**src/rtl/flagged_rle_lz_byte_decompressor_assert.svh**
```systemverilog
// Assertion macros for the flagged RLE/LZ byte decompressor.
// Taken in by the RTL files that check their own logic; no other dependencies.
`ifndef FLAGGED_RLE_LZ_BYTE_DECOMPRESSOR_ASSERT_SVH
`define FLAGGED_RLE_LZ_BYTE_DECOMPRESSOR_ASSERT_SVH

`ifndef SYNTH
// Same-cycle implication, disabled in reset
`define FRLD_ASSERT_IMP(label, clk, rst, ante, cons) \
   label: assert property (@(posedge clk) disable iff (rst) (ante) |-> (cons)) \
      else $error("frld check failed");
// Next-cycle implication, disabled in reset
`define FRLD_ASSERT_NXT(label, clk, rst, ante, cons) \
   label: assert property (@(posedge clk) disable iff (rst) (ante) |=> (cons)) \
      else $error("frld check failed");
`else
`define FRLD_ASSERT_IMP(label, clk, rst, ante, cons)
`define FRLD_ASSERT_NXT(label, clk, rst, ante, cons)
`endif

`endif

```
**src/rtl/frld_pkg.sv**
```systemverilog
// Shared types and constants of the flagged RLE/LZ byte decompressor.
// No dependencies; used by frld_decode and the top level.
`default_nettype none

package frld_pkg;

   // Input item kinds
   localparam logic KIND_BYTE = 1'b0;
   localparam logic KIND_TICK = 1'b1;

   // Command byte top-nibble codes
   localparam logic [3:0] CMD_RUN_SHORT = 4'd0;
   localparam logic [3:0] CMD_RUN_LONG  = 4'd1;
   localparam logic [3:0] CMD_COPY_LONG = 4'd2;

   // Length and distance biases
   localparam logic [12:0] SHORT_BIAS = 13'd3;
   localparam logic [12:0] LONG_BIAS  = 13'd16;

   // Tokens per control word
   localparam logic [4:0] CTRL_WORD_BITS = 5'd16;

   // One decoded item on its way to the history write and the result register
   typedef struct packed {
      logic        emit;      // item produces a decompressed byte
      logic        from_mem;  // byte comes from the history read
      logic [7:0]  byte_val;  // byte when not read from history
      logic [15:0] wr_pos;    // output position of the byte
      logic        want;
      logic        err;
      logic        fin;
   } frld_item_type;

endpackage

`default_nettype wire

```
**src/rtl/frld_decode.sv**
```systemverilog
// Token decoder and stream state of the flagged RLE/LZ byte decompressor.
// Uses frld_pkg and the assertion macro header; feeds the history memory.
`default_nettype none
`include "flagged_rle_lz_byte_decompressor_assert.svh"

module frld_decode (
   input  wire logic                   clock,
   input  wire logic                   reset,
   input  wire logic                   req_valid,
   output logic                        req_stall,
   input  wire logic                   req_kind,
   input  wire logic [7:0]             req_data_byte,
   input  wire logic [15:0]            output_size,
   input  wire logic                   adv,
   output logic                        s1_valid,
   output frld_pkg::frld_item_type     s1_item,
   output logic                        rd_en,
   output logic [15:0]                 rd_pos
);
   import frld_pkg::*;

   typedef enum logic [2:0] {
      PH_TOKEN,
      PH_CTRL_HI,
      PH_ARG1,
      PH_FILL,
      PH_LEN,
      PH_DRAIN
   } phase_type;

   phase_type     phase_ff, phase_in;
   logic [15:0]   produced_ff, produced_in;
   logic [15:0]   bits_ff, bits_in;
   logic [4:0]    pos_ff, pos_in;
   logic [7:0]    cmd_ff, cmd_in;
   logic [12:0]   pend_ff, pend_in;
   logic [12:0]   dist_ff, dist_in;
   logic [7:0]    fill_ff, fill_in;
   logic          err_ff, err_in;
   logic          s1_valid_ff, s1_valid_in;
   frld_item_type s1_item_ff, s1_item_in;

   logic          accept;
   logic [4:0]    pos_dec;
   logic [12:0]   lo_len;
   logic [12:0]   b_shift;
   logic [12:0]   tok_len;
   logic          start_run;
   logic          start_copy;
   logic          overrun;
   logic          fin;

   // Take a new item when stage one is empty or moving on
   assign req_stall = s1_valid_ff && !adv;
   assign accept    = req_valid && !req_stall;

   assign pos_dec = pos_ff - 5'd1;
   assign lo_len  = {9'd0, cmd_ff[3:0]} + SHORT_BIAS;
   assign b_shift = {1'b0, req_data_byte, 4'h0};
   assign rd_pos  = produced_ff - {3'b000, dist_ff};

   // Decode one item against the current stream state
   always_comb begin
      phase_in    = phase_ff;
      produced_in = produced_ff;
      bits_in     = bits_ff;
      pos_in      = pos_ff;
      cmd_in      = cmd_ff;
      pend_in     = pend_ff;
      dist_in     = dist_ff;
      fill_in     = fill_ff;
      err_in      = err_ff;
      rd_en       = 1'b0;
      start_run   = 1'b0;
      start_copy  = 1'b0;
      tok_len     = '0;
      s1_item_in  = s1_item_ff;
      s1_item_in.emit     = 1'b0;
      s1_item_in.from_mem = 1'b0;
      s1_item_in.byte_val = 8'h00;
      s1_item_in.wr_pos   = produced_ff;

      if (accept && !err_ff) begin
         if (req_kind == KIND_BYTE) begin
            case (phase_ff)
               PH_TOKEN: begin
                  if (produced_ff >= output_size) begin
                     err_in = 1'b1;
                  end else if (pos_ff == 5'd0) begin
                     bits_in  = {8'h00, req_data_byte};
                     phase_in = PH_CTRL_HI;
                  end else begin
                     pos_in = pos_dec;
                     if (!bits_ff[pos_dec[3:0]]) begin
                        // literal byte goes straight out
                        s1_item_in.emit     = 1'b1;
                        s1_item_in.byte_val = req_data_byte;
                        produced_in         = produced_ff + 16'd1;
                     end else begin
                        cmd_in = req_data_byte;
                        if (req_data_byte[7:4] == CMD_RUN_SHORT) begin
                           start_run = 1'b1;
                           tok_len   = {9'd0, req_data_byte[3:0]} + SHORT_BIAS;
                        end else begin
                           phase_in = PH_ARG1;
                        end
                     end
                  end
               end
               PH_CTRL_HI: begin
                  bits_in  = {req_data_byte, bits_ff[7:0]};
                  pos_in   = CTRL_WORD_BITS;
                  phase_in = PH_TOKEN;
               end
               PH_ARG1: begin
                  if (cmd_ff[7:4] == CMD_RUN_LONG) begin
                     start_run = 1'b1;
                     tok_len   = lo_len + b_shift + LONG_BIAS;
                  end else begin
                     dist_in = lo_len + b_shift;
                     if (cmd_ff[7:4] == CMD_COPY_LONG) begin
                        phase_in = PH_LEN;
                     end else begin
                        start_copy = 1'b1;
                        tok_len    = {9'd0, cmd_ff[7:4]};
                     end
                  end
               end
               PH_FILL: begin
                  fill_in  = req_data_byte;
                  phase_in = PH_DRAIN;
               end
               PH_LEN: begin
                  start_copy = 1'b1;
                  tok_len    = {5'd0, req_data_byte} + LONG_BIAS;
               end
               default: begin
                  // draining: the byte is taken with no change
               end
            endcase
         end else if (phase_ff == PH_DRAIN) begin
            // drain one run or copy byte
            s1_item_in.emit = 1'b1;
            if (cmd_ff[7:4] <= CMD_RUN_LONG) begin
               s1_item_in.byte_val = fill_ff;
            end else begin
               s1_item_in.from_mem = 1'b1;
               rd_en               = 1'b1;
            end
            produced_in = produced_ff + 16'd1;
            pend_in     = pend_ff - 13'd1;
            if (pend_ff == 13'd1) begin
               phase_in = PH_TOKEN;
            end
         end
      end

      // Check the token length against the configured size
      overrun = ({1'b0, produced_ff} + {4'd0, tok_len}) > {1'b0, output_size};
      if (start_run) begin
         if (overrun) begin
            err_in = 1'b1;
         end else begin
            pend_in  = tok_len;
            phase_in = PH_FILL;
         end
      end
      if (start_copy) begin
         if (overrun || ({3'b000, dist_in} > produced_ff)) begin
            err_in = 1'b1;
         end else begin
            pend_in  = tok_len;
            phase_in = PH_DRAIN;
         end
      end

      fin = !err_in && (phase_in == PH_TOKEN) && (produced_in >= output_size);
      s1_item_in.fin  = fin;
      s1_item_in.err  = err_in;
      s1_item_in.want = !err_in && !fin && (phase_in != PH_DRAIN);

      if (accept) begin
         s1_valid_in = 1'b1;
      end else if (adv) begin
         s1_valid_in = 1'b0;
      end else begin
         s1_valid_in = s1_valid_ff;
      end
   end

   // Hold stream state and stage-one item
   always_ff @(posedge clock) begin
      if (reset) begin
         phase_ff    <= PH_TOKEN;
         produced_ff <= '0;
         bits_ff     <= '0;
         pos_ff      <= '0;
         cmd_ff      <= '0;
         pend_ff     <= '0;
         dist_ff     <= '0;
         fill_ff     <= '0;
         err_ff      <= 1'b0;
         s1_valid_ff <= 1'b0;
      end else begin
         phase_ff    <= phase_in;
         produced_ff <= produced_in;
         bits_ff     <= bits_in;
         pos_ff      <= pos_in;
         cmd_ff      <= cmd_in;
         pend_ff     <= pend_in;
         dist_ff     <= dist_in;
         fill_ff     <= fill_in;
         err_ff      <= err_in;
         s1_valid_ff <= s1_valid_in;
      end
      if (accept) begin
         s1_item_ff <= s1_item_in;
      end
   end

   assign s1_valid = s1_valid_ff;
   assign s1_item  = s1_item_ff;

   // Copy reads stay at least three bytes back, clear of the write in flight
   `FRLD_ASSERT_IMP(a_copy_dist, clock, reset,
      (phase_ff == PH_DRAIN) && (cmd_ff[7:4] >= CMD_COPY_LONG), dist_ff >= SHORT_BIAS)
   // A pending run or copy always has bytes left
   `FRLD_ASSERT_IMP(a_pend_live, clock, reset,
      (phase_ff == PH_DRAIN) || (phase_ff == PH_FILL), pend_ff != 13'd0)
   // The error latch never clears
   `FRLD_ASSERT_NXT(a_err_sticky, clock, reset, err_ff, err_ff)

endmodule

`default_nettype wire

```
**config.mk**
```make
export PLATFORM = sky130hd
export DESIGN_NAME = frld_decode
export DESIGN_NICKNAME = d
export VERILOG_FILES = /design/src/rtl/frld_pkg.sv /design/src/rtl/frld_decode.sv
export VERILOG_INCLUDE_DIRS = /design/src /design/src/rtl
export SDC_FILE = /design/constraint.sdc
export NUM_CORES = 1
export LEC_CHECK = 0
export BUFFER_PORTS_ARGS = -buffer_cell sky130_fd_sc_hd__buf_4
export CORE_MARGIN = 2
export CORE_UTILIZATION = 50
export CTS_BUF_LIST = sky130_fd_sc_hd__clkbuf_8
export DETAILED_ROUTE_END_ITERATION = 16
export GPL_TIMING_DRIVEN = 0
export PLACE_DENSITY = 0.82
export SLEW_MARGIN = 25
export SYNTH_ARGS = -nofsm -noshare
export SYNTH_HDL_FRONTEND = slang
export SYNTH_SLANG_ARGS = --single-unit
```
**constraint.sdc**
```tcl
create_clock -name clock -period 7.2 [get_ports clock]
set_input_delay 1.08 -clock clock [delete_from_list [all_inputs] [get_ports clock]]
set_output_delay 1.08 -clock clock [all_outputs]
set_load 0.01 [all_outputs]
```
-- Word-level counts from Yosys, hierarchy flattened
Cells that the tools add are included.
- register bits: 113
- word-level logic and storage cells: 164
- add/subtract/negate cells: 10
- $lt $le $gt $ge: 6
- equal/unequal tests: 12
- multiplexer cells: 89
- bitwise gates (word level): 4
- reductions and logical operators: 25
- operators by type and width (kind ; count):
    two-way mux 13 bit ; 14
    two-way mux 16 bit ; 9
    two-way mux 8 bit ; 6
    two-way mux 3 bit ; 14
    one-hot mux 13 bit (3 select lines) ; 1
    >= comparator 16 bit ; 2
    one-hot mux 16 bit (2 select lines) ; 1
    two-way mux 1 bit ; 31
    two-way mux 5 bit ; 6
    adder 16 x 13 -> 17 bit ; 1
    > comparator 17 x 16 -> 1 bit ; 1
    adder 16 x 1 -> 16 bit (second input constant) ; 1
    > comparator 13 x 16 -> 1 bit ; 1
    subtractor 16 x 13 -> 16 bit ; 1
    adder 13 x 5 -> 13 bit (second input constant) ; 1
    adder 5 x 12 -> 13 bit ; 1
    == test 13 x 1 -> 1 bit (second input constant) ; 1
    subtractor 13 x 1 -> 13 bit (second input constant) ; 1
    one-hot mux 3 bit (4 select lines) ; 1
    AND reduction 6 bit ; 2
    adder 4 x 2 -> 5 bit (second input constant) ; 2
    two-way mux 10 bit ; 1
    one-hot mux 5 bit (2 select lines) ; 1
    AND reduction 5 bit ; 2
    23 further kinds ; 44

-- Depth between registers and ports, before layout
- depth in word-level cells: 21
- depth in mapped cells: 33

-- Least setup slack after synthesis
Ideal clock, no wire load.
- kind: input port to flip-flop
- start point: in output_size[9]
- end point: reg s1_item_ff, in the netlist s1_item[2], data pin
- setup time: 0.269 ns
- data arrival time: 6.682 ns
- data required time: 6.931 ns
- path slack: 0.249 ns
- stages on the path: 29
- path buffers: 0
- cells stage by stage: inv_1 -> ha_1 -> and4_1 -> a221oi_1 -> a21o_1 -> o211ai_1 -> nor3_1 -> nand4b_1 -> a21oi_1 -> ha_1 -> a21o_1 -> a21oi_1 -> o21bai_1 -> a221o_1 -> a211o_1 -> a31o_2 -> a21o_1 -> nand3_1 -> xnor2_1 -> ha_1 -> nand4_1 -> or2_2 -> nor3_1 -> a21o_1 -> o31ai_1 -> a21oi_1 -> o211ai_4 -> a22oi_1 -> nor3b_1
- RTL lines (item ; RTL line ; text):
    start: declaration ; frld_decode.sv:13 ; input wire logic [15:0] output_size,
    end signal: assignment ; frld_decode.sv:217 ; s1_item_ff <= s1_item_in;
    end: declaration ; frld_decode.sv:41 ; frld_item_type s1_item_ff, s1_item_in;

==> results.cfg <==
[sta]
final-setup-viol-count = 0
worstMarginPinSlew_ns = 0.937
max_freq_ghz = 0.144
whs_ns = 0.454
finalHoldViolCount = 0
period_needed_ns = 6.95
fin_crit_sh = 0.965
maxSlewHeadroom = 0.371
slew_viol_final = 0
finClkSkew_ns = 0.0113

[floorplan]
initial_utilization = 0.508
fp.dieH_um = 133
ios = 77
fp_rows = 47
die_w_um = 133
dieArea_mm2 = 0.0177
core-area_mm2 = 0.0164

[finish]
ant_diodes = 0
syn_to_final_growth_pct = 16.8
drive_gt1_frac = 0.145
fin_nets = 1215

[global_route]
grt_pass1_vias = 7159
grt_start_max_net_pins = 30
number_of_antenna_violations_at_the_first_check_in_global_routing = 0
globalRouteOverflowTotal = 0
first_pass_grt_wire_length_um = 36600
global_route.usage.total = 0.261

[synth]
synth_net_count = 1115
synth_xor_area_frac = 0.0725
count_of_state_elements_after_synthesis = 113
synthesis.yosys.warnings = 0
postSynth.topFlopCell = dfxtp_1
syn_avg_cell_area_um2 = 8.44
muxShareOfSynthArea = 0.0345
synth_sequential_area_ratio = 0.306
synthAdderAreaFrac = 0.150
syn-instance-count = 987
synthesized_cell_area_mm2 = 0.00833
synth_top_family_by_area = simple AND/OR/NAND/NOR gates
synth-simple-area-share = 0.215
synth-compound-area-share = 0.170
synth_edf_count = 29
yosys.cell_types.count = 65
share_of_flip_flops_with_an_asynchronous_set_or_reset_after_synthesis = 0

[detailed_routing]
average_wire_length_per_cell_after_detail_routing_um = 17.5
drt_iter0_markers = 831
postRouteWirelength_um = 23100
drtPass1Iterations = 6
post-route-drc-count = 0
detailroute.via_count = 7811
route.antenna.remaining_nets = 0
route.detailed.vias_per_inst = 5.92

[power_and_ir_drop]
sw_frac_of_total = 0.319
fin_total_pwr_mw = 1.64
power.share.sequential = 0.417
power.clock.fraction = 0.396
total_switching_power_mw = 0.524
powerDensity_mw_per_mm2 = 169
p_leak_nw = 4.16
combinationalPowerShare = 0.188
vdd_drop_max_v = 0.000119
internal_mw = 1.12

[placement]
gpl.final_weighted_congestion = 0.925
port_buffers = 73
place.detailed.hpwl_um = 17300

[cts]
clock-sinks = 113
clk_pin_slew_worst_paths_ns = 0.08
clk_path_buf_depth = 2
clk_latency_ns = 0.48
h-tree-depth = 4
tritoncts = built
root_buffer_selected_by_cts = clkbuf_8
cts_inserted_buffers = 17

[hold_path]
whs_path_depth = 2
worstHoldStart = bits_ff[5]
holdCritPathClass = reg2reg
hold_path_end = bits_ff[5]

[worst_setup_path]
worst_path_required_time_ns = 7.40
crit_slowest_cell = a221o_1
setup.reg_to_reg.worst_slack_ns = 0.42
r2r_start = pos_ff[0]
critPathTopFamily = compound AO/OA/AOI/OAI gates
crit_buf_inv = 4
startpoint = output_size[7]
critical_path.reg2reg.endpoint = s1_item[2]
worst_ep_arrival_time_ns = 7.15
critical_path_class = in2reg
timing.critical_path.to_type = flip-flop
critical_path.max_fanout = 5
cp-start-kind = input port
timing.critical_path.slowest_cell_delay_ns = 0.36
r2r_cells = 31

[outcome]
run_status = finished, final reports clean

[flow_run]
cap_viol_max_count = 0
==> sequential cells by signal (all words and copies together) (netlist names) <==
name / count
phase_ff: 3
cmd_ff: 8
err_ff: 1
s1_item: 29
bits_ff: 16
pend_ff: 13
s1_valid: 1
produced_ff: 16
fill_ff: 8
dist_ff: 13
pos_ff: 5
==> stage by stage <==
| step | std cells | util | TNS [ns] | instance area [um2] | setup slack (ns) |
|---|---|---|---|---|---|
| after global placement | 1280 | 0.558 | -16.26 | 9160 | -0.932 |
| after CTS | 1312 | 0.586 | 0 | 9610 | 0.0664 |
| after floorplan | 987 | - | 0 | 8330 | 0.249 |
| final | 1320 | 0.593 | 0 | 9730 | 0.255 |
| after detailed placement | 1280 | 0.559 | -18.23 | 9170 | -1.02 |
| after global routing | 1320 | 0.593 | -0.0657 | 9730 | -0.0657 |
==> kinds of logic after synthesis <==
| family | count (synthesis) |
|---|---|
| compound gates | 213 |
| xor+xnor | 69 |
| fa+ha+maj | 99 |
| buf+inv | 107 |
| flops | 113 |
| mux | 26 |
| simple gates | 360 |
==> placed cells by master (no fill, tap or decap), types with 30 or more instances in the layout <==
master | Yosys | final
a21oi_1 | 78 | 71
buf_4 | 0 | 82
clkbuf_1 | 33 | 33
dfxtp_1 | 84 | 84
ha_1 | 97 | 96
inv_1 | 68 | 65
nand2_1 | 70 | 70
nand3_1 | 33 | 33
nor2_1 | 110 | 110
o21ai_0 | 31 | 30
xnor2_1 | 49 | 49
==> how the worst max path moves through the flow <==
stage                       end  cells past startpoint
finish               s1_item[2]                     31
global route         s1_item[2]                     31
CTS                 pend_ff[10]                     30
detailed placement   pend_ff[5]                     30
global placement     s1_item[2]                     30
floorplan            s1_item[2]                     29
==> what timing repair did <==
item / CTS / global route
resized for setup: 4 / 15
buffers inserted: 0 / 8
setup endpoints to repair: 20 / 20
hold buffers: 0 / 0
pin swaps: 0 / 7
cloned: 0 / 0
==> synthesized netlist by cell type (12+ instances only) <==
cell,number,share of area
nor2_1,110,0.050
ha_1,97,0.15
dfxtp_1,84,0.20
a21oi_1,78,0.047
nand2_1,70,0.032
inv_1,68,0.031
xnor2_1,49,0.052
clkbuf_1,33,0.015
nand3_1,33,0.020
o21ai_0,31,0.019
and2_1,29,0.022
edfxtp_1,29,0.10
nor3_1,26,0.016
mux2i_1,22,0.026
xor2_1,20,0.021
a21o_1,17,0.015
a211oi_1,16,0.014
a22oi_1,14,0.013
nand4_1,14,0.011
nor4_1,12,0.0090
or3_1,12,0.0090
==> layer usage <==
metal | GRT usage | share of wire | vias up
met4 | 0.0934 | 0.021 | 0
met1 | 0.360 | 0.44 | 3640
li1 | - | - | 3749
met5 | 0 | 0 | -
met2 | 0.406 | 0.45 | 375
met3 | 0.0578 | 0.084 | 47
==> power by group through the flow <==
stage / clock [mW] / combinational [mW] / sequential (mW)
final: 0.650 / 0.308 / 0.685
after global routing: 0.682 / 0.335 / 0.688
after CTS: 0.651 / 0.291 / 0.685
after detailed placement: 0 / 0.283 / 0.699
after global placement: 0 / 0.276 / 0.699
after floorplan: 0 / 0.185 / 0.702
==> final cells by class <==
type | count | area [um2]
inverter | 68 | 255
sequential | 113 | 2550
fill | 1401 | 6680
tap | 220 | 275
timing repair buffer | 81 | 608
buffer | 39 | 175
multi-input combinational | 767 | 5450
clock buffer | 18 | 248
clock inverter | 14 | 171
==> worst reg2reg max path: cells and delay by family, from the launching register on <==
kind	cells	cell delay [ns]
AO/OA/AOI/OAI	15	2.77
AND/OR/NAND/NOR	7	1.02
adder cells (fa/ha/maj)	3	0.92
multiplexers	1	0.55
flip-flops	1	0.45
buffers and inverters	3	0.44
XOR/XNOR	2	0.37
No activity file was read; power rests on OpenSTA's default activity.
